**src/design/bsad_pkg.sv**
```systemverilog
package bsad_pkg;

    localparam int RMS_W   = 24;
    localparam int KURT_W  = 16;
    localparam int WIN_W   = 7;
    localparam int CODE_W  = 2;
    localparam int IN_W    = 40;
    localparam int OUT_W   = 56;
    localparam int OUT_PAD = OUT_W - (2 * CODE_W + RMS_W + KURT_W + WIN_W);

    localparam logic CMD_RESTART = 1'b1;

    localparam logic [CODE_W-1:0] ST_CAL    = 2'd0;
    localparam logic [CODE_W-1:0] ST_NORMAL = 2'd1;
    localparam logic [CODE_W-1:0] ST_ALERT  = 2'd2;

    localparam logic [CODE_W-1:0] CAUSE_NONE = 2'd0;
    localparam logic [CODE_W-1:0] CAUSE_RMS  = 2'd1;
    localparam logic [CODE_W-1:0] CAUSE_KURT = 2'd2;

    localparam int RMS_FLOOR_DEN  = 10;
    localparam int KURT_FLOOR_OFS = 384;

    typedef enum logic [8:0] {
        S_IDLE = 9'b000000001,
        S_SQ   = 9'b000000010,
        S_MEAN = 9'b000000100,
        S_EX2  = 9'b000001000,
        S_MSQ  = 9'b000010000,
        S_ROOT = 9'b000100000,
        S_FLR  = 9'b001000000,
        S_LIM  = 9'b010000000,
        S_DONE = 9'b100000000
    } t_state;

endpackage

```
**src/design/bsad_mul.sv**
```systemverilog
module bsad_mul #(
    parameter int W = 24
) (
    input  logic           i_clk,
    input  logic           i_rst_n,
    input  logic           i_start,
    input  logic [W-1:0]   i_a,
    input  logic [W-1:0]   i_b,
    output logic           o_busy,
    output logic [2*W-1:0] o_p
);

    localparam int CNT_W = $clog2(W + 1);

    logic             r_busy;
    logic [CNT_W-1:0] r_cnt;
    logic [2*W-1:0]   r_a;
    logic [W-1:0]     r_b;
    logic [2*W-1:0]   r_p;

    always_ff @(posedge i_clk) begin
        if (!i_rst_n) begin
            r_busy <= 1'b0;
            r_cnt  <= '0;
        end else if (i_start) begin
            r_busy <= 1'b1;
            r_cnt  <= CNT_W'(W);
        end else if (r_busy) begin
            r_cnt <= r_cnt - CNT_W'(1);
            if (r_cnt == CNT_W'(1)) begin
                r_busy <= 1'b0;
            end
        end
    end

    always_ff @(posedge i_clk) begin
        if (i_start) begin
            r_a <= (2*W)'(i_a);
            r_b <= i_b;
            r_p <= '0;
        end else if (r_busy) begin
            if (r_b[0]) begin
                r_p <= r_p + r_a;
            end
            r_a <= {r_a[2*W-2:0], 1'b0};
            r_b <= {1'b0, r_b[W-1:1]};
        end
    end

    assign o_busy = r_busy;
    assign o_p    = r_p;

endmodule

```
**src/design/bsad_div.sv**
```systemverilog
module bsad_div #(
    parameter int NW = 58,
    parameter int DW = 7
) (
    input  logic          i_clk,
    input  logic          i_rst_n,
    input  logic          i_start,
    input  logic [NW-1:0] i_n,
    input  logic [DW-1:0] i_d,
    output logic          o_busy,
    output logic [NW-1:0] o_q
);

    localparam int CNT_W = $clog2(NW + 1);

    logic             r_busy;
    logic [CNT_W-1:0] r_cnt;
    logic [DW-1:0]    r_rem;
    logic [DW-1:0]    r_d;
    logic [NW-1:0]    r_q;
    logic [DW:0]      w_trial;
    logic [DW:0]      w_diff;
    logic             w_ge;
    logic [DW-1:0]    n_rem;

    always_comb begin
        w_trial = {r_rem, r_q[NW-1]};
        w_diff  = w_trial - {1'b0, r_d};
        w_ge    = (w_trial >= {1'b0, r_d});
        n_rem   = w_ge ? w_diff[DW-1:0] : w_trial[DW-1:0];
    end

    always_ff @(posedge i_clk) begin
        if (!i_rst_n) begin
            r_busy <= 1'b0;
            r_cnt  <= '0;
        end else if (i_start) begin
            r_busy <= 1'b1;
            r_cnt  <= CNT_W'(NW);
        end else if (r_busy) begin
            r_cnt <= r_cnt - CNT_W'(1);
            if (r_cnt == CNT_W'(1)) begin
                r_busy <= 1'b0;
            end
        end
    end

    always_ff @(posedge i_clk) begin
        if (i_start) begin
            r_rem <= '0;
            r_d   <= i_d;
            r_q   <= i_n;
        end else if (r_busy) begin
            r_rem <= n_rem;
            r_q   <= {r_q[NW-2:0], w_ge};
        end
    end

    assign o_busy = r_busy;
    assign o_q    = r_q;

endmodule

```
**src/design/bsad_sqrt.sv**
```systemverilog
module bsad_sqrt #(
    parameter int VW = 48
) (
    input  logic            i_clk,
    input  logic            i_rst_n,
    input  logic            i_start,
    input  logic [VW-1:0]   i_v,
    output logic            o_busy,
    output logic [VW/2-1:0] o_root
);

    localparam int RW    = VW / 2;
    localparam int CNT_W = $clog2(RW + 1);

    logic             r_busy;
    logic [CNT_W-1:0] r_cnt;
    logic [VW-1:0]    r_v;
    logic [RW:0]      r_rem;
    logic [RW-1:0]    r_root;
    logic [RW+2:0]    w_cur;
    logic [RW+2:0]    w_trial;
    logic [RW+2:0]    w_diff;
    logic             w_ge;

    always_comb begin
        w_cur   = {r_rem, r_v[VW-1:VW-2]};
        w_trial = {1'b0, r_root, 2'b01};
        w_diff  = w_cur - w_trial;
        w_ge    = (w_cur >= w_trial);
    end

    always_ff @(posedge i_clk) begin
        if (!i_rst_n) begin
            r_busy <= 1'b0;
            r_cnt  <= '0;
        end else if (i_start) begin
            r_busy <= 1'b1;
            r_cnt  <= CNT_W'(RW);
        end else if (r_busy) begin
            r_cnt <= r_cnt - CNT_W'(1);
            if (r_cnt == CNT_W'(1)) begin
                r_busy <= 1'b0;
            end
        end
    end

    always_ff @(posedge i_clk) begin
        if (i_start) begin
            r_v    <= i_v;
            r_rem  <= '0;
            r_root <= '0;
        end else if (r_busy) begin
            r_v    <= {r_v[VW-3:0], 2'b00};
            r_rem  <= w_ge ? w_diff[RW:0] : w_cur[RW:0];
            r_root <= {r_root[RW-2:0], w_ge};
        end
    end

    assign o_busy = r_busy;
    assign o_root = r_root;

endmodule

```
**src/design/baseline_sigma_anomaly_detector.sv**
```systemverilog
// Restart and monitoring transactions pass through S_DONE and load the output register once it is free.
// A learning transaction squares its rms and kurtosis values in the bit-serial squarers (S_SQ).
// The last baseline window then runs S_MEAN, S_EX2, S_MSQ, S_ROOT and S_FLR on the bit-serial
// multiplier, divider and square-root units; one transaction at a time.
// Synchronous active-low reset clears learning, both thresholds and the output valid flag.
module baseline_sigma_anomaly_detector #(
    parameter int BASELINE_WINDOWS = 64
) (
    input  logic                       i_clk,
    input  logic                       i_rst_n,
    input  logic                       s_axis_tvalid,
    output logic                       s_axis_tready,
    // rms_value [23:0], kurtosis_value [39:24]
    input  logic [bsad_pkg::IN_W-1:0]  s_axis_tdata,
    // command [0]
    input  logic [0:0]                 s_axis_tuser,
    output logic                       m_axis_tvalid,
    input  logic                       m_axis_tready,
    // status [1:0], alert_cause [3:2], rms_threshold [27:4],
    // kurtosis_threshold [43:28], windows_learned [50:44], zero fill [55:51]
    output logic [bsad_pkg::OUT_W-1:0] m_axis_tdata
);

    localparam int RW     = bsad_pkg::RMS_W;
    localparam int KW     = bsad_pkg::KURT_W;
    localparam int CW     = $clog2(BASELINE_WINDOWS + 1);
    localparam int RSUM_W = RW + CW;
    localparam int RSQ_W  = 2 * RW + CW;
    localparam int KSUM_W = KW + CW;
    localparam int KSQ_W  = 2 * KW + CW;
    localparam int DV_W   = (CW > 4) ? CW : 4;

    bsad_pkg::t_state r_state;
    logic             r_go;
    logic [CW-1:0]    r_count;
    logic [RSUM_W-1:0] r_rms_sum;
    logic [RSQ_W-1:0]  r_rms_sq;
    logic [KSUM_W-1:0] r_kurt_sum;
    logic [KSQ_W-1:0]  r_kurt_sq;
    logic [RW-1:0]     r_rms_limit;
    logic [KW-1:0]     r_kurt_limit;

    logic [RW-1:0]     r_in_rms;
    logic [KW-1:0]     r_in_kurt;
    logic [RW-1:0]     r_mean_r;
    logic [KW-1:0]     r_mean_k;
    logic [2*RW-1:0]   r_var_r;
    logic [2*KW-1:0]   r_var_k;
    logic [RW-1:0]     r_sig_r;
    logic [KW-1:0]     r_sig_k;
    logic [RW:0]       r_flr_r;
    logic [bsad_pkg::CODE_W-1:0] r_status;
    logic [bsad_pkg::CODE_W-1:0] r_cause;

    logic                      r_out_valid;
    logic [bsad_pkg::OUT_W-1:0] r_out_data;

    logic            w_in_acc;
    logic            w_out_load;
    logic            w_compute;
    logic            w_start;
    logic            w_units_idle;
    logic            w_step_done;
    logic            w_full;
    logic            w_cmd;
    logic [RW-1:0]   w_rms_in;
    logic [KW-1:0]   w_kurt_in;

    logic            w_mul_r_busy;
    logic            w_mul_k_busy;
    logic            w_div_r_busy;
    logic            w_div_k_busy;
    logic            w_sqrt_r_busy;
    logic            w_sqrt_k_busy;
    logic [2*RW-1:0] w_mul_r_p;
    logic [2*KW-1:0] w_mul_k_p;
    logic [RSQ_W-1:0] w_div_r_q;
    logic [KSQ_W-1:0] w_div_k_q;
    logic [RW-1:0]   w_sqrt_r;
    logic [KW-1:0]   w_sqrt_k;

    logic [RW-1:0]   w_mul_r_a;
    logic [KW-1:0]   w_mul_k_a;
    logic [RSQ_W-1:0] w_div_r_n;
    logic [KSQ_W-1:0] w_div_k_n;
    logic [DV_W-1:0] w_div_d;
    logic [RW+3:0]   w_mean13;

    logic [RW+1:0]   w_rms_thr;
    logic [RW+1:0]   w_rms_flr;
    logic [RW+1:0]   w_rms_pick;
    logic [KW+1:0]   w_kurt_cand;
    logic [KW+1:0]   w_kurt_flr;
    logic [KW+1:0]   w_kurt_pick;
    logic [RW-1:0]   n_rms_limit;
    logic [KW-1:0]   n_kurt_limit;
    logic [2*RW-1:0] n_var_r;
    logic [2*KW-1:0] n_var_k;

    assign w_cmd     = s_axis_tuser[0];
    assign w_rms_in  = s_axis_tdata[RW-1:0];
    assign w_kurt_in = s_axis_tdata[RW+KW-1:RW];

    assign s_axis_tready = (r_state == bsad_pkg::S_IDLE);
    assign w_in_acc      = s_axis_tvalid && s_axis_tready;
    assign w_out_load    = (r_state == bsad_pkg::S_DONE) && (!r_out_valid || m_axis_tready);
    assign w_full        = (r_count == CW'(BASELINE_WINDOWS));

    assign w_compute = (r_state == bsad_pkg::S_SQ)  || (r_state == bsad_pkg::S_MEAN) ||
                       (r_state == bsad_pkg::S_EX2) || (r_state == bsad_pkg::S_MSQ)  ||
                       (r_state == bsad_pkg::S_ROOT) || (r_state == bsad_pkg::S_FLR);
    assign w_start   = w_compute && !r_go;
    assign w_units_idle = !(w_mul_r_busy || w_mul_k_busy || w_div_r_busy ||
                            w_div_k_busy || w_sqrt_r_busy || w_sqrt_k_busy);
    assign w_step_done  = r_go && w_units_idle;

    always_comb begin
        w_mul_r_a = (r_state == bsad_pkg::S_SQ) ? r_in_rms  : r_mean_r;
        w_mul_k_a = (r_state == bsad_pkg::S_SQ) ? r_in_kurt : r_mean_k;
        w_mean13  = ({4'b0, r_mean_r} << 3) + ({4'b0, r_mean_r} << 2) + {4'b0, r_mean_r};
        w_div_d   = (r_state == bsad_pkg::S_FLR) ? DV_W'(bsad_pkg::RMS_FLOOR_DEN)
                                                 : DV_W'(BASELINE_WINDOWS);
        w_div_r_n = RSQ_W'(r_rms_sum);
        w_div_k_n = KSQ_W'(r_kurt_sum);
        if (r_state == bsad_pkg::S_EX2) begin
            w_div_r_n = r_rms_sq;
            w_div_k_n = r_kurt_sq;
        end else if (r_state == bsad_pkg::S_FLR) begin
            w_div_r_n = RSQ_W'(w_mean13);
        end
    end

    bsad_mul #(.W(RW)) u_mul_r (
        .i_clk   (i_clk),
        .i_rst_n (i_rst_n),
        .i_start (w_start && ((r_state == bsad_pkg::S_SQ) || (r_state == bsad_pkg::S_MSQ))),
        .i_a     (w_mul_r_a),
        .i_b     (w_mul_r_a),
        .o_busy  (w_mul_r_busy),
        .o_p     (w_mul_r_p)
    );

    bsad_mul #(.W(KW)) u_mul_k (
        .i_clk   (i_clk),
        .i_rst_n (i_rst_n),
        .i_start (w_start && ((r_state == bsad_pkg::S_SQ) || (r_state == bsad_pkg::S_MSQ))),
        .i_a     (w_mul_k_a),
        .i_b     (w_mul_k_a),
        .o_busy  (w_mul_k_busy),
        .o_p     (w_mul_k_p)
    );

    bsad_div #(.NW(RSQ_W), .DW(DV_W)) u_div_r (
        .i_clk   (i_clk),
        .i_rst_n (i_rst_n),
        .i_start (w_start && ((r_state == bsad_pkg::S_MEAN) || (r_state == bsad_pkg::S_EX2) ||
                              (r_state == bsad_pkg::S_FLR))),
        .i_n     (w_div_r_n),
        .i_d     (w_div_d),
        .o_busy  (w_div_r_busy),
        .o_q     (w_div_r_q)
    );

    bsad_div #(.NW(KSQ_W), .DW(DV_W)) u_div_k (
        .i_clk   (i_clk),
        .i_rst_n (i_rst_n),
        .i_start (w_start && ((r_state == bsad_pkg::S_MEAN) || (r_state == bsad_pkg::S_EX2))),
        .i_n     (w_div_k_n),
        .i_d     (w_div_d),
        .o_busy  (w_div_k_busy),
        .o_q     (w_div_k_q)
    );

    bsad_sqrt #(.VW(2 * RW)) u_sqrt_r (
        .i_clk   (i_clk),
        .i_rst_n (i_rst_n),
        .i_start (w_start && (r_state == bsad_pkg::S_ROOT)),
        .i_v     (r_var_r),
        .o_busy  (w_sqrt_r_busy),
        .o_root  (w_sqrt_r)
    );

    bsad_sqrt #(.VW(2 * KW)) u_sqrt_k (
        .i_clk   (i_clk),
        .i_rst_n (i_rst_n),
        .i_start (w_start && (r_state == bsad_pkg::S_ROOT)),
        .i_v     (r_var_k),
        .o_busy  (w_sqrt_k_busy),
        .o_root  (w_sqrt_k)
    );

    // A negative variance is clamped to zero.
    always_comb begin
        n_var_r = (r_var_r > w_mul_r_p) ? (r_var_r - w_mul_r_p) : '0;
        n_var_k = (r_var_k > w_mul_k_p) ? (r_var_k - w_mul_k_p) : '0;
    end

    always_comb begin
        w_rms_thr  = {2'b0, r_mean_r} + {2'b0, r_sig_r} + {1'b0, r_sig_r, 1'b0};
        w_rms_flr  = (RW+2)'(r_flr_r);
        w_rms_pick = (w_rms_thr < w_rms_flr) ? w_rms_flr : w_rms_thr;
        n_rms_limit = (w_rms_pick[RW+1:RW] != 2'b00) ? '1 : w_rms_pick[RW-1:0];

        w_kurt_cand = {2'b0, r_mean_k} + {2'b0, r_sig_k} + {1'b0, r_sig_k, 1'b0};
        w_kurt_flr  = {2'b0, r_mean_k} + (KW+2)'(bsad_pkg::KURT_FLOOR_OFS);
        w_kurt_pick = (w_kurt_cand < w_kurt_flr) ? w_kurt_flr : w_kurt_cand;
        n_kurt_limit = (w_kurt_pick[KW+1:KW] != 2'b00) ? '1 : w_kurt_pick[KW-1:0];
    end

    always_ff @(posedge i_clk) begin
        if (!i_rst_n) begin
            r_state      <= bsad_pkg::S_IDLE;
            r_go         <= 1'b0;
            r_count      <= '0;
            r_rms_sum    <= '0;
            r_rms_sq     <= '0;
            r_kurt_sum   <= '0;
            r_kurt_sq    <= '0;
            r_rms_limit  <= '0;
            r_kurt_limit <= '0;
            r_out_valid  <= 1'b0;
        end else begin
            r_go <= w_compute && !w_step_done;
            if (w_out_load) begin
                r_out_valid <= 1'b1;
            end else if (m_axis_tready) begin
                r_out_valid <= 1'b0;
            end
            unique case (r_state)
                bsad_pkg::S_IDLE: begin
                    if (w_in_acc) begin
                        if (w_cmd == bsad_pkg::CMD_RESTART) begin
                            r_count      <= '0;
                            r_rms_sum    <= '0;
                            r_rms_sq     <= '0;
                            r_kurt_sum   <= '0;
                            r_kurt_sq    <= '0;
                            r_rms_limit  <= '0;
                            r_kurt_limit <= '0;
                            r_state      <= bsad_pkg::S_DONE;
                        end else if (!w_full) begin
                            r_state <= bsad_pkg::S_SQ;
                        end else begin
                            r_state <= bsad_pkg::S_DONE;
                        end
                    end
                end
                bsad_pkg::S_SQ: begin
                    if (w_step_done) begin
                        r_count    <= r_count + CW'(1);
                        r_rms_sum  <= r_rms_sum + RSUM_W'(r_in_rms);
                        r_rms_sq   <= r_rms_sq + RSQ_W'(w_mul_r_p);
                        r_kurt_sum <= r_kurt_sum + KSUM_W'(r_in_kurt);
                        r_kurt_sq  <= r_kurt_sq + KSQ_W'(w_mul_k_p);
                        r_state    <= (r_count == CW'(BASELINE_WINDOWS - 1)) ?
                                      bsad_pkg::S_MEAN : bsad_pkg::S_DONE;
                    end
                end
                bsad_pkg::S_MEAN: begin
                    if (w_step_done) begin
                        r_state <= bsad_pkg::S_EX2;
                    end
                end
                bsad_pkg::S_EX2: begin
                    if (w_step_done) begin
                        r_state <= bsad_pkg::S_MSQ;
                    end
                end
                bsad_pkg::S_MSQ: begin
                    if (w_step_done) begin
                        r_state <= bsad_pkg::S_ROOT;
                    end
                end
                bsad_pkg::S_ROOT: begin
                    if (w_step_done) begin
                        r_state <= bsad_pkg::S_FLR;
                    end
                end
                bsad_pkg::S_FLR: begin
                    if (w_step_done) begin
                        r_state <= bsad_pkg::S_LIM;
                    end
                end
                bsad_pkg::S_LIM: begin
                    r_rms_limit  <= n_rms_limit;
                    r_kurt_limit <= n_kurt_limit;
                    r_state      <= bsad_pkg::S_DONE;
                end
                bsad_pkg::S_DONE: begin
                    if (w_out_load) begin
                        r_state <= bsad_pkg::S_IDLE;
                    end
                end
                default: begin
                    r_state <= bsad_pkg::S_IDLE;
                end
            endcase
        end
    end

    always_ff @(posedge i_clk) begin
        unique case (r_state)
            bsad_pkg::S_IDLE: begin
                if (w_in_acc) begin
                    r_in_rms  <= w_rms_in;
                    r_in_kurt <= w_kurt_in;
                    if ((w_cmd == bsad_pkg::CMD_RESTART) || !w_full) begin
                        r_status <= bsad_pkg::ST_CAL;
                        r_cause  <= bsad_pkg::CAUSE_NONE;
                    end else if (w_rms_in > r_rms_limit) begin
                        r_status <= bsad_pkg::ST_ALERT;
                        r_cause  <= bsad_pkg::CAUSE_RMS;
                    end else if (w_kurt_in > r_kurt_limit) begin
                        r_status <= bsad_pkg::ST_ALERT;
                        r_cause  <= bsad_pkg::CAUSE_KURT;
                    end else begin
                        r_status <= bsad_pkg::ST_NORMAL;
                        r_cause  <= bsad_pkg::CAUSE_NONE;
                    end
                end
            end
            bsad_pkg::S_MEAN: begin
                if (w_step_done) begin
                    r_mean_r <= w_div_r_q[RW-1:0];
                    r_mean_k <= w_div_k_q[KW-1:0];
                end
            end
            bsad_pkg::S_EX2: begin
                if (w_step_done) begin
                    r_var_r <= w_div_r_q[2*RW-1:0];
                    r_var_k <= w_div_k_q[2*KW-1:0];
                end
            end
            bsad_pkg::S_MSQ: begin
                if (w_step_done) begin
                    r_var_r <= n_var_r;
                    r_var_k <= n_var_k;
                end
            end
            bsad_pkg::S_ROOT: begin
                if (w_step_done) begin
                    r_sig_r <= w_sqrt_r;
                    r_sig_k <= w_sqrt_k;
                end
            end
            bsad_pkg::S_FLR: begin
                if (w_step_done) begin
                    r_flr_r <= w_div_r_q[RW:0];
                end
            end
            bsad_pkg::S_DONE: begin
                if (w_out_load) begin
                    r_out_data <= {{bsad_pkg::OUT_PAD{1'b0}},
                                   bsad_pkg::WIN_W'(r_count),
                                   r_kurt_limit,
                                   r_rms_limit,
                                   r_cause,
                                   r_status};
                end
            end
            default: begin
            end
        endcase
    end

    assign m_axis_tvalid = r_out_valid;
    assign m_axis_tdata  = r_out_data;

`ifndef SYNTHESIS
    a_alert_has_cause: assert property (@(posedge i_clk) disable iff (!i_rst_n)
        r_out_valid |-> ((r_out_data[1:0] == bsad_pkg::ST_ALERT) ==
                         (r_out_data[3:2] != bsad_pkg::CAUSE_NONE)))
        else $error("alert status and alert cause disagree");

    a_count_bound: assert property (@(posedge i_clk) disable iff (!i_rst_n)
        r_count <= CW'(BASELINE_WINDOWS))
        else $error("learned window count beyond the baseline length");

    a_limits_zero_while_learning: assert property (@(posedge i_clk) disable iff (!i_rst_n)
        !w_full |-> ((r_rms_limit == '0) && (r_kurt_limit == '0)))
        else $error("threshold set before the baseline is complete");

    a_square_only_while_learning: assert property (@(posedge i_clk) disable iff (!i_rst_n)
        (r_state == bsad_pkg::S_SQ) |-> !w_full)
        else $error("accumulation entered with a full baseline");
`endif

endmodule

```
**config.mk**
```make
export PLATFORM = sky130hd
export DESIGN_NAME = baseline_sigma_anomaly_detector
export DESIGN_NICKNAME = d
export VERILOG_FILES = /design/src/design/bsad_pkg.sv /design/src/design/bsad_mul.sv /design/src/design/bsad_div.sv /design/src/design/bsad_sqrt.sv /design/src/design/baseline_sigma_anomaly_detector.sv
export SDC_FILE = /design/constraint.sdc
export NUM_CORES = 2
export LEC_CHECK = 0
export ABC_CLOCK_PERIOD_IN_PS = 7200
export BUFFER_PORTS_ARGS = -buffer_cell sky130_fd_sc_hd__buf_4
export CAP_MARGIN = 20
export CORE_MARGIN = 4
export CORE_UTILIZATION = 40
export CTS_CLUSTER_DIAMETER = 150
export DETAILED_ROUTE_END_ITERATION = 6
export HOLD_SLACK_MARGIN = 0.08
export PLACE_DENSITY_LB_ADDON = 0.25
export SKIP_CTS_REPAIR_TIMING = 1
export SYNTH_ARGS = -nofsm -noshare
export SYNTH_HDL_FRONTEND = slang
export SYNTH_SLANG_ARGS = --single-unit
export TNS_END_PERCENT = 10
```
**constraint.sdc**
```tcl
create_clock -name i_clk -period 7.2 [get_ports i_clk]
set_input_delay 0.72 -clock i_clk [delete_from_list [all_inputs] [get_ports i_clk]]
set_output_delay 0.72 -clock i_clk [all_outputs]
set_load 0.1 [all_outputs]
```
==> results_dict.tcl <==
set metrics [dict create \
    routabilityCongestion 0.879 \
    via_count_of_the_first_global_routing_pass 46196 \
    preCtsSetupSlack_ns 1.13 \
    drt_pre_antenna_iters 5 \
    timing.critical_path.max_delay_family "compound AO/OA/AOI/OAI gates" \
    cts_buffers 110 \
    fin_util_pct 44.8 \
    post_synth_inst_count 6525 \
    core_area_sq_um 150000 \
    worst-path-buf-inv 0 \
    dr.first_iter.drc_count 3504 \
    start_util_pct 40.4 \
    min_period_over_period_pct 86.1 \
    cp_cell_sequence "fa_1 -> ha_1 -> fa_1 -> a21o_1 -> a21oi_1 -> o21ai_0 -> a21boi_0 -> o21ai_0 -> a21o_1 -> a21oi_1 -> xnor2_1 -> ha_1 -> a21o_1 -> a21o_1 -> a21oi_1 -> nor2b_1 -> o21ai_0 -> nand2b_1 -> a21oi_1 -> o211ai_1 -> a2111o_1 -> o221ai_1 -> nand2_1" \
    setup.worst_path.start_class "register" \
    warning_count_from_the_yosys_run 0 \
    avgRoutedWirePerCell_um 19.7 \
    grt_first_pass_wirelength_um 264000 \
    clkLatencyLatePin_ns 0.74 \
    tightestPinTransition_ns 1.09 \
    setup_repair_after_global_routing_missed_its_margin "no" \
    synth_flop_cell "sky130_fd_sc_hd__edfxtp_1" \
    synthDominantAreaCellType "sky130_fd_sc_hd__edfxtp_1" \
    core.rowCount 142 \
    synthArstFlopShare_pct 0 \
    cp.required_ns 7.82 \
    flow.area_growth_from_synthesis_pct 10.8 \
    timing.critical_path.fanout_max 24 \
    number_of_antenna_violations_at_the_first_check_in_global_routing 3 \
    count_of_unresolved_drc_violations_after_routing 0 \
    clock-root-buffer "sky130_fd_sc_hd__clkbuf_16" \
    stdcell_count 8649 \
    finish.net_count 7146 \
    drt-total-wl_um 170000 \
    mappedNetlistArea_sq_um 60900 \
    num_vias 47932 \
    final_max_slew_viol_count 0 \
    slew_headroom_pct 26.2 \
    p_per_area_nw_per_um2 253 \
    min-delay-path-class "input port to register" \
    drv.max_cap_violation_count 0 \
    busiest_layer "met2" \
    cts_sinks 998 \
    hold_ws_ns 0.175 \
    h-tree-depth 3 \
    ys_top_cells_by_area "sky130_fd_sc_hd__edfxtp_1 27%, sky130_fd_sc_hd__dfxtp_1 15%, sky130_fd_sc_hd__ha_1 10%" \
    route.antenna.remaining_nets 0 \
    synthMostInstantiatedCell "sky130_fd_sc_hd__nand2_1" \
    finalSetupTns_ns 0 \
    commonest_cells_in_the_synthesized_netlist "962 x sky130_fd_sc_hd__nand2_1, 538 x sky130_fd_sc_hd__edfxtp_1, 495 x sky130_fd_sc_hd__ha_1" \
    timing.critical_path.slowest_cell_delay_ns 0.80 \
    final-hold-violation-count 0 \
    chip_width_um 398 \
    cp_num_cells 23 \
    timing.rr.start "r_mean_r[1]" \
    arrival_ns 6.81 \
    synth_top_area_share_pct 26.5 \
    overflow 0 \
    final_critical_path_setup_slack_ns 1.00 \
    critPathLaunch "r_mean_r[1]" \
    grt.total_usage_pct 20.9 \
    layout_skew_ns 0.0322 \
    path_clk_slew_ns 0.06 \
    ff2ff_path_depth 23 \
    worstReg2RegEnd "r_rms_limit[3]" \
    placed_cells_incl_taps 8437 \
    grt_start_max_net_pins 136 \
    max-clock-path-buffers 3 \
    timing.final.setup_violations 0 \
    worst-r2r-setup-slack_ns 1.00 \
    ys_seq_elements 998 \
    groute.layer.met3.usage_pct 2.64 \
    detailedPlacementHpwl_um 124000 \
    grt_use_met2_pct 34.0 \
    cpMaxStageDelayCell "sky130_fd_sc_hd__a2111o_1" \
    placement.io_buffers 97 \
    synth_edf_count 538 \
    clock_tree_from_tritoncts "done" \
    whs_path_depth 1 \
    gr-usage-met1_pct 29.1 \
    final.min_clock_period_ns 6.20 \
    avgViaCountPerCell 5.54 \
    post_route_cells_drive_above_1_share_pct 6.30 \
    worst_setup_path_endpoint "r_rms_limit[3]" \
    io-pin-count 103 \
    dieArea_sq_um 158000 \
    max_clock_freq_mhz 161 \
    timing.critical_path.to_type "register" \
    ys_seq_area_share_pct 41.7 \
    run_status "complete, no violations" \
    synthDistinctLibCells 87 \
    power.static_leakage_nw 26.9 \
    die_height_um 398 \
    vdd_drop_max_v 0.000196 \
    setup_crit_path_kind "register to register" \
    avgSynthCellArea_sq_um 9.33 \
]
## layer usage
metal	routed length, um	up-vias
met1	80000	23156
met2	77200	1043
li1	-	23489
met4	5190	0
met5	0	-
met3	7530	244
## cell usage in the layout (no fill, tap or decap), drive strengths merged, types with 139 or more instances in the layout
master	count
edfxtp	538
nand3	139
buf	158
a21o	232
dfxtp	460
xnor2	211
inv	342
ha	495
clkbuf	152
a21oi	466
o21ai	390
nor2	399
nand2	963
xor2	148
## worst register-to-register path: stages, from the launching register on
cell	delay [ns]
sky130_fd_sc_hd__edfxtp_1	0.51
sky130_fd_sc_hd__fa_1	0.52
sky130_fd_sc_hd__ha_1	0.23
sky130_fd_sc_hd__fa_1	0.41
sky130_fd_sc_hd__a21o_1	0.19
sky130_fd_sc_hd__a21oi_1	0.27
sky130_fd_sc_hd__o21ai_0	0.18
sky130_fd_sc_hd__a21boi_0	0.29
sky130_fd_sc_hd__o21ai_0	0.32
sky130_fd_sc_hd__a21o_1	0.25
sky130_fd_sc_hd__a21oi_1	0.17
sky130_fd_sc_hd__xnor2_1	0.17
sky130_fd_sc_hd__ha_1	0.29
sky130_fd_sc_hd__a21o_1	0.17
sky130_fd_sc_hd__a21o_1	0.17
sky130_fd_sc_hd__a21oi_1	0.15
sky130_fd_sc_hd__nor2b_1	0.06
sky130_fd_sc_hd__o21ai_0	0.14
sky130_fd_sc_hd__nand2b_1	0.07
sky130_fd_sc_hd__a21oi_1	0.19
sky130_fd_sc_hd__o211ai_1	0.14
sky130_fd_sc_hd__a2111o_1	0.80
sky130_fd_sc_hd__o221ai_1	0.34
sky130_fd_sc_hd__nand2_1	0.08
## through the flow
stage	instance area, sq um	total power, W
floorplan	60900	0.0101
global placement	63700	0.0112
detailed placement	63700	0.0112
CTS	67400	0.0172
global route	67400	0.0179
finish	67400	0.0171
## worst min path at each step
stage / from / to / slack, ns
floorplan: r_status[0] / m_axis_tdata[0] / 0.40
global route: s_axis_tdata[16] / r_in_rms[16] / 0.13
detailed placement: r_cause[0] / m_axis_tdata[2] / 0.41
finish: s_axis_tdata[9] / r_in_rms[9] / 0.17
global placement: r_status[0] / m_axis_tdata[0] / 0.40
CTS: s_axis_tdata[13] / r_in_rms[13] / 0.11
## sequential cells by signal, indices dropped and copies added (netlist names), 39 cells and up
register,cells
r_kurt_sq,39
r_var_r,48
u_mul_r.o_p,48
u_mul_r.r_a,48
r_rms_sq,55
u_div_r.o_q,55
u_sqrt_r.r_v,48
m_axis_tdata,51
u_div_k.o_q,39
## layout make-up
cell class	count	area (sq um)
timing repair buffer	160	1220
antenna	1	2.50
inverter	342	1280
clock buffer	150	3020
sequential	998	25400
tap	2016	2520
fill	14471	83100
multi-input combinational	4924	33300
clock inverter	58	708
## cells by family after synthesis
kind of cell / after synthesis / synth area share, %
AO/OA/AOI/OAI: 1827 / 19.4
XOR/XNOR: 359 / 5.17
flip-flops: 998 / 41.7
multiplexers: 135 / 2.24
adder cells (fa/ha/maj): 565 / 12.5
buffers and inverters: 607 / 3.82
other: 1 / 0.00616
AND/OR/NAND/NOR: 2033 / 15.2
## power breakdown
part	switching, W	internal, W
Sequential	0.000428	0.00641
Combinational	0.00264	0.00170
Clock	0.00245	0.00344
Total	0.00551	0.0115
Note: power is estimated with default switching activity, not from simulation.
